==> src/hw/rtl/tsp_pkg.sv <==
// Shared types, codes and texel arithmetic for the three-point texture sampler.
package tsp_pkg;

  // Request modes
  localparam logic [1:0] MODE_TEXEL   = 2'd0;
  localparam logic [1:0] MODE_PALETTE = 2'd1;
  localparam logic [1:0] MODE_SAMPLE  = 2'd2;

  // Configuration register indexes
  localparam logic [2:0] CFG_ENABLE  = 3'd0;
  localparam logic [2:0] CFG_WIDTH   = 3'd1;
  localparam logic [2:0] CFG_HEIGHT  = 3'd2;
  localparam logic [2:0] CFG_FORMAT  = 3'd3;
  localparam logic [2:0] CFG_FILTER  = 3'd4;
  localparam logic [2:0] CFG_WRAP_S  = 3'd5;
  localparam logic [2:0] CFG_WRAP_T  = 3'd6;

  // Wrap modes; the unused code behaves as repeat
  localparam logic [1:0] AXIS_REPEAT = 2'd0;
  localparam logic [1:0] AXIS_MIRROR = 2'd1;
  localparam logic [1:0] AXIS_CLAMP  = 2'd2;

  typedef enum logic [3:0] {
    FMT_565  = 4'd0,
    FMT_4444 = 4'd1,
    FMT_5551 = 4'd2,
    FMT_I8   = 4'd3,
    FMT_I4   = 4'd4,
    FMT_IA8  = 4'd5,
    FMT_IA4  = 4'd6,
    FMT_CI8  = 4'd7,
    FMT_CI4  = 4'd8
  } fmt_t;

  typedef struct packed {
    logic [7:0] r;
    logic [7:0] g;
    logic [7:0] b;
    logic [7:0] a;
  } rgba_t;

  // Byte and nibble pick within a fetched word
  typedef struct packed {
    logic byte_sel;
    logic nib_sel;
  } tap_sel_t;

  function automatic logic [7:0] grow5(input logic [4:0] x);
    return {x, x[4:2]};
  endfunction

  function automatic logic [7:0] grow4(input logic [3:0] x);
    return {x, x};
  endfunction

  function automatic rgba_t unpack_5551(input logic [15:0] p);
    rgba_t c;
    c.r = grow5(p[15:11]);
    c.g = grow5(p[10:6]);
    c.b = grow5(p[5:1]);
    c.a = p[0] ? 8'hff : 8'h00;
    return c;
  endfunction

  function automatic logic [7:0] pick_byte(input logic [15:0] w, input tap_sel_t sel);
    return sel.byte_sel ? w[15:8] : w[7:0];
  endfunction

  // Odd column takes the low nibble
  function automatic logic [3:0] pick_nib(input logic [15:0] w, input tap_sel_t sel);
    logic [7:0] by;
    by = pick_byte(w, sel);
    return sel.nib_sel ? by[3:0] : by[7:4];
  endfunction

  // Direct-colour decode; palette formats are resolved elsewhere
  function automatic rgba_t decode_texel(input logic [3:0] fmt, input logic [15:0] w,
                                         input tap_sel_t sel);
    rgba_t      c;
    logic [7:0] by;
    logic [3:0] nb;
    logic [3:0] v;
    by = pick_byte(w, sel);
    nb = pick_nib(w, sel);
    v  = {nb[3:1], 1'b0};
    unique case (fmt)
      FMT_4444: begin
        c = '{grow4(w[15:12]), grow4(w[11:8]), grow4(w[7:4]), grow4(w[3:0])};
      end
      FMT_5551: c = unpack_5551(w);
      FMT_I8:   c = '{by, by, by, by};
      FMT_I4:   c = '{grow4(nb), grow4(nb), grow4(nb), grow4(nb)};
      FMT_IA8: begin
        c = '{{by[7:4], by[7:4]}, {by[7:4], by[7:4]}, {by[7:4], by[7:4]}, grow4(by[3:0])};
      end
      FMT_IA4: begin
        c.r = {v, 4'b0} | {3'b0, v, 1'b0} | {6'b0, v[3:2]};
        c.g = c.r;
        c.b = c.r;
        c.a = nb[0] ? 8'hff : 8'h00;
      end
      default: begin
        c = '{{w[15:11], w[15:13]}, {w[10:5], w[10:9]}, {w[4:0], w[4:2]}, 8'hff};
      end
    endcase
    return c;
  endfunction

  // Fold one integer coordinate onto a power-of-two axis
  function automatic logic [14:0] fold_axis(input logic signed [16:0] c, input logic [3:0] lg,
                                            input logic [1:0] wm);
    logic [15:0] top;
    logic [15:0] idx;
    logic [14:0] res;
    top = 16'((17'd1 << lg) - 17'd1);
    idx = c[15:0] & top;
    if (wm == AXIS_CLAMP) begin
      if (c[16])                       res = '0;
      else if (c > $signed({1'b0, top})) res = top[14:0];
      else                             res = c[14:0];
    end else if (wm == AXIS_MIRROR && c[lg]) begin
      res = 15'(top - idx);
    end else begin
      res = idx[14:0];
    end
    return res;
  endfunction

  // base + floor((ws*da + wt*db + 16) / 32), kept to 8 bits
  function automatic logic [7:0] blend3(input logic [7:0] base, input logic [5:0] ws,
                                        input logic signed [8:0] da, input logic [5:0] wt,
                                        input logic signed [8:0] db);
    logic signed [15:0] p1;
    logic signed [15:0] p2;
    logic signed [16:0] s;
    p1 = $signed({1'b0, ws}) * da;
    p2 = $signed({1'b0, wt}) * db;
    s  = {p1[15], p1} + {p2[15], p2} + 17'sd16;
    return base + s[12:5];
  endfunction

endpackage

==> src/hw/rtl/tsp_addr_gen.sv <==
// Tap address generation: floor, wrap and linearise the four 2x2 taps.
module tsp_addr_gen import tsp_pkg::*; #(
  parameter int AW = 11
) (
  input  logic signed [31:0] coord_u,
  input  logic signed [31:0] coord_v,
  input  logic [3:0]         width_log2,
  input  logic [3:0]         height_log2,
  input  logic [3:0]         texel_format,
  input  logic [1:0]         wrap_mode_s,
  input  logic [1:0]         wrap_mode_t,
  output logic [AW-1:0]      word_addr [4],
  output tap_sel_t           sel [4]
);

  logic signed [16:0] s0, s1, t0, t1;
  logic [14:0] col [2];
  logic [14:0] row [2];
  logic [31:0] lin [4];
  logic [31:0] word [4];
  logic        is8, is4;

  assign s0 = {coord_u[31], coord_u[31:16]};
  assign t0 = {coord_v[31], coord_v[31:16]};
  assign s1 = s0 + 17'sd1;
  assign t1 = t0 + 17'sd1;

  assign col[0] = fold_axis(s0, width_log2, wrap_mode_s);
  assign col[1] = fold_axis(s1, width_log2, wrap_mode_s);
  assign row[0] = fold_axis(t0, height_log2, wrap_mode_t);
  assign row[1] = fold_axis(t1, height_log2, wrap_mode_t);

  assign is8 = texel_format == FMT_I8 || texel_format == FMT_IA8 || texel_format == FMT_CI8;
  assign is4 = texel_format == FMT_I4 || texel_format == FMT_IA4 || texel_format == FMT_CI4;

  // Tap order: (s,t), (s+1,t), (s,t+1), (s+1,t+1)
  always_comb begin
    for (int k = 0; k < 4; k++) begin
      lin[k]  = ({17'b0, row[k/2]} << width_log2) + {17'b0, col[k%2]};
      word[k] = is4 ? (lin[k] >> 2) : (is8 ? (lin[k] >> 1) : lin[k]);
      word_addr[k]    = word[k][AW-1:0];
      sel[k].byte_sel = is4 ? lin[k][1] : lin[k][0];
      sel[k].nib_sel  = col[k%2][0];
    end
  end

endmodule

==> config.mk <==
export PLATFORM = sky130hd
export DESIGN_NAME = tsp_addr_gen
export DESIGN_NICKNAME = d
export VERILOG_FILES = /design/src/hw/rtl/tsp_pkg.sv /design/src/hw/rtl/tsp_addr_gen.sv
export SDC_FILE = /design/constraint.sdc
export NUM_CORES = 1
export LEC_CHECK = 0
export ABC_AREA = 1
export BUFFER_PORTS_ARGS = -buffer_cell sky130_fd_sc_hd__buf_2
export CAP_MARGIN = 20
export CORE_MARGIN = 2
export CORE_UTILIZATION = 45
export DETAILED_ROUTE_END_ITERATION = 12
export PLACE_DENSITY = 0.7
export SLEW_MARGIN = 20
export SYNTH_ARGS = -nofsm -noshare
export SYNTH_HDL_FRONTEND = slang
export SYNTH_SLANG_ARGS = --single-unit
==> constraint.sdc <==
create_clock -name vclk -period 16.56
set_input_delay 2.484 -clock vclk [all_inputs]
set_output_delay 2.484 -clock vclk [all_outputs]
set_load 0.05 [all_outputs]
; ---- Yosys cells after proc, flatten, opt, wreduce, memory -nomap -nowiden
; Index checks and enable logic that the tools add are counted.
[totals]
inputBits = 80
output_inout_bits = 52
reg_bits = 0
[op_classes]
reduce_logical = 8
n_addsub = 12
order_cmp = 6
mux = 36
bitwise = 4
eq_ne = 10
shift = 4
[ops]
columns = operator, n
row1 = 2-to-1 mux 15 bit, 8
row2 = 2-to-1 mux 13 bit, 8
row3 = 2-to-1 mux 11 bit, 8
row4 = adder 13 bit, 4
row5 = adder 16 x 2 -> 17 bit (second input constant), 2
row6 = greater-than comparator 16 x 17 -> 1 bit, 2
row7 = greater-than comparator 17 bit, 2
row8 = left shift 1 x 4 -> 16 bit (first input constant), 2
row9 = subtractor 16 x 1 -> 16 bit (second input constant), 2
row10 = AND 15 bit, 2
row11 = left shift 15 x 4 -> 13 bit, 2
row12 = subtractor 15 bit, 2
row13 = AND 13 bit, 2
row14 = subtractor 13 bit, 2
row15 = binary-select mux 1 bit (select 4 bit), 4
row16 = equality test 4 x 3 -> 1 bit (second input constant), 4
row17 = < comparator 4 x 6 -> 1 bit (second input constant), 2
row18 = 2-to-1 mux 1 bit, 8
row19 = equality test 2 x 1 -> 1 bit (second input constant), 2
row20 = equality test 2 bit (second input constant), 2
row21 = equality test 4 x 2 -> 1 bit (second input constant), 1
row22 = equality test 4 bit (second input constant), 1
row23 = logical AND 1 bit, 4
row24 = logical OR 1 bit, 4

; ---- Depth between registers and ports, before layout
[depth]
depth_word = 10
ltp_mapped = 45
depth_no_buf = 43

; ---- Least setup slack after synthesis
; Ideal clock, no wire load.
[synth_path]
path_type = input -> output
start = input width_log2[2]
end = output word_addr[37] (netlist bit)
path_slack_ns = 5.032
cell_stages = 26
arrival_time_ns = 9.044
path_cell_list = buf_2 -> buf_1 -> nor2_1 -> nor2_1 -> inv_1 -> nand2_1 -> nand2_1 -> xnor2_1 -> ha_1 -> inv_1 -> nor4_1 -> nand3_1 -> o311ai_2 -> clkbuf_1 -> clkbuf_1 -> o21ai_0 -> o21ai_0 -> ha_1 -> inv_1 -> fa_1 -> o21bai_1 -> nand2_1 -> nand2_1 -> xor2_1 -> o21ai_0 -> o21ai_0
[synth_lines]
columns = item, line_no
row1 = "start, declared", tsp_addr_gen.sv:7  ; input logic [3:0] width_log2,
row2 = "end, declared", tsp_addr_gen.sv:12  ; output logic [AW-1:0] word_addr [4],

==> impl_metrics.prom <==
# TYPE chip_impl_metric gauge
chip_impl_info{name="status",value="finished, final reports clean"} 1
chip_impl_metric{name="worst_max_slew_pin_slew",unit="ns"} 1.144
chip_impl_info{name="synth.area.top_cells",value="ha_1 (24%), nand2_1 (15%), nand3_1 (9.6%)"} 1
chip_impl_metric{name="share_of_layout_cells_above_drive_strength_1",unit="%"} 10.37
chip_impl_metric{name="fin_nets",unit=""} 2711
chip_impl_metric{name="post_cts_resized",unit=""} 0
chip_impl_metric{name="post-route-worst-setup-slack",unit="ns"} 3.889
chip_impl_metric{name="grt_overflow_total",unit=""} 0
chip_impl_metric{name="synthDistinctLibCells",unit=""} 68
chip_impl_metric{name="max-vdd-ir-drop",unit="V"} 0.00003388
chip_impl_metric{name="first_iter_violations",unit=""} 1341
chip_impl_metric{name="chipHeight",unit="um"} 176.5
chip_impl_metric{name="io_pins",unit=""} 132
chip_impl_metric{name="routabilityCongestion",unit=""} 1.004
chip_impl_metric{name="hold_depth",unit=""} 6
chip_impl_metric{name="detail-route-antenna-nets",unit=""} 0
chip_impl_metric{name="die_w",unit="um"} 176.5
chip_impl_metric{name="final-setup-viol-count",unit=""} 0
chip_impl_metric{name="synth.cell_area",unit="um^2"} 13380
chip_impl_metric{name="detailroute.via_count",unit=""} 15530
chip_impl_metric{name="cp_max_fo",unit=""} 30
chip_impl_metric{name="design.core.area",unit="um^2"} 29480
chip_impl_metric{name="final_period_minus_worst_setup_slack",unit="ns"} 12.67
chip_impl_metric{name="cp_data_arrival_time",unit="ns"} 10.19
chip_impl_info{name="netlist.top_cell.by_area",value="ha_1"} 1
chip_impl_metric{name="regArea",unit="um^2"} 0
chip_impl_metric{name="critPathRequiredTime",unit="ns"} 14.08
chip_impl_metric{name="via_per_inst",unit=""} 5.622
chip_impl_metric{name="synth_largest_type_area_fraction",unit="%"} 23.65
chip_impl_metric{name="final.setup.tns",unit="ns"} 0
chip_impl_info{name="cp-startpoint",value="width_log2[1]"} 1
chip_impl_metric{name="timing.final.crit_share",unit="%"} 76.52
chip_impl_metric{name="detailedPlace.worstSlack",unit="ns"} 4.063
chip_impl_metric{name="place.detailed.hpwl",unit="um"} 41030
chip_impl_metric{name="synth_cells",unit=""} 2311
chip_impl_metric{name="area_growth",unit="%"} 6.506
chip_impl_metric{name="wire_per_inst",unit="um"} 17.63
chip_impl_info{name="worst_setup_path_end_kind",value="output pin"} 1
chip_impl_metric{name="yosysWarnings",unit=""} 0
chip_impl_info{name="crit_top_cell",value="inv_1"} 1
chip_impl_metric{name="num_antenna_cells",unit=""} 0
chip_impl_metric{name="max_clock_freq",unit="MHz"} 78.92
chip_impl_metric{name="initial_standard_cell_utilization_of_the_core",unit="%"} 45.40
chip_impl_metric{name="relSlewSlack",unit="%"} 22.93
chip_impl_metric{name="drtPass1Iterations",unit=""} 6
chip_impl_info{name="grt_setup_unrepaired",value="no"} 1
chip_impl_metric{name="floorplan.die_area",unit="um^2"} 31140
chip_impl_metric{name="port_buffers",unit=""} 100
chip_impl_metric{name="hold_viol_final",unit=""} 0
chip_impl_info{name="crit_type",value="input port to output pin"} 1
chip_impl_metric{name="syn-mean-instance-area",unit="um^2"} 5.791
chip_impl_metric{name="grt_pass1_wl",unit="um"} 77490
chip_impl_info{name="min_to",value="word_addr[40]"} 1
chip_impl_metric{name="first_global_vias",unit=""} 14430
chip_impl_metric{name="synth.yosys.seq_area_share",unit="%"} 0
chip_impl_info{name="worst_setup_path_start_kind",value="input port"} 1
chip_impl_metric{name="final-max-slew-violation-count",unit=""} 0
chip_impl_metric{name="static-leakage-power",unit="uW"} 0.007735
chip_impl_metric{name="wl",unit="um"} 48700
chip_impl_metric{name="post-cts-setup-buffers",unit=""} 0
chip_impl_info{name="min_path_type",value="input port to output pin"} 1
chip_impl_metric{name="n_clock_buffer",unit=""} 0
chip_impl_metric{name="cap_viol_max_count",unit=""} 0
chip_impl_metric{name="seq_cell_count",unit=""} 0
chip_impl_metric{name="track_usage",unit="%"} 30.74
chip_impl_metric{name="std_cell_rows",unit=""} 63
chip_impl_metric{name="power_per_cell_area",unit="nW/um^2"} 50.32
chip_impl_metric{name="grt_start_max_net_pins",unit=""} 49
chip_impl_metric{name="drc",unit=""} 0
chip_impl_info{name="min_from",value="texel_format[0]"} 1
chip_impl_metric{name="critical_path.max_stage_delay",unit="ns"} 0.64
chip_impl_info{name="critical_path_s_slowest_cell",value="o31ai_1"} 1
chip_impl_metric{name="number_of_antenna_violations_at_the_first_check_in_global_routing",unit=""} 0
chip_impl_metric{name="cts_hold_repair.buffers",unit=""} 0
[metrics by stage]
step,hold WS (ns),power [uW],instance area [um^2],util (%),std cells
finish,5.742,717.3,14250,48.35,2762
global route,5.796,789.1,14250,48.35,2762
CTS,5.740,708.1,14250,48.34,2762
detailed placement,5.734,705.4,14250,48.34,2762
global placement,5.739,696.6,14220,48.24,2761
floorplan,5.528,528.7,13400,-,2316
[cell usage after synthesis, types with 3 or more instances]
cell type	count
a221oi_1	10
o21ai_0	164
nor4_1	7
a211oi_1	6
buf_6	3
nand2_2	34
a31oi_1	10
o211ai_1	55
fa_1	4
nor3_2	6
mux2i_1	3
buf_4	6
nand3b_1	7
nor2_2	14
buf_2	14
nor3_1	29
o22ai_1	13
o21ai_2	3
ha_1	253
nand2_4	9
a21o_1	3
inv_1	333
nand4_1	39
a21oi_1	94
xor2_1	51
clkbuf_1	28
a22oi_1	3
nor2_1	154
nand4_4	3
buf_1	8
xnor2_1	18
o21bai_1	18
nor2_4	10
nor3b_1	4
nand3_2	14
nand3_1	257
inv_2	19
nand2_1	535
o21ai_1	28
a21boi_0	6
[cell type report]
class                           count  area (um^2)
Fill cell                        3215        15230
Inverter                          354         1329
Multi-Input combinational cell   1903        11810
Tap cell                          390        488.0
Timing Repair Buffer              115        633.1
[per-layer routing]
layer / share of wire (%) / up-vias / track usage (%)
met1: 44 / 7046 / 40.25
met2: 46 / 597 / 52.86
met4: 4.8 / 0 / 12.50
li1: - / 7782 / -
met3: 5.5 / 104 / 1.357
met5: 0 / - / 0
[placed cells by master, fill, tap and decap left out, types with 19 or more instances in the layout]
master    netlist  layout
nand2_1       535     535
inv_1         333     333
nand3_1       257     257
ha_1          253     253
o21ai_0       164     163
nor2_1        154     154
buf_2          14     100
a21oi_1        94      94
o211ai_1       55      55
xor2_1         51      51
nand4_1        39      39
nand2_2        34      34
o21ai_1        28      29
nor3_1         29      26
inv_2          19      19
[power breakdown]
group          total (uW)  switching [uW]  internal, uW
clock network           0               0             0
registers               0               0             0
logic                 717             515           202
total                 717             515           202
[worst max-delay path by stage]
stage / to / slack (ns) / cells past startpoint
6_report: word_addr[27] / 3.89 / 34
5_1_grt: word_addr[10] / 3.33 / 37
4_1_cts: word_addr[27] / 4.05 / 34
3_5_place_dp: word_addr[27] / 4.06 / 34
3_3_place_gp: word_addr[27] / 4.12 / 34
2_1_floorplan: word_addr[37] / 5.03 / 26
[critical path, delay by kind of cell]
kind                     cells  cell delay (ns)
buffers and inverters       11             2.38
XOR/XNOR                     1             0.36
AO/OA/AOI/OAI                6             1.68
AND/OR/NAND/NOR             12             1.87
adder cells (fa/ha/maj)      4             1.38
[logic make-up after synthesis]
logic type | Yosys count | synth area share, %
AO/OA/AOI/OAI | 433 | 19.30
multiplexers | 3 | 0.2244
buffers and inverters | 413 | 12.05
other | 1 | 0.02802
adder cells (fa/ha/maj) | 257 | 24.25
XOR/XNOR | 71 | 4.758
AND/OR/NAND/NOR | 1133 | 39.39
No activity file was read; power rests on OpenSTA's default activity.
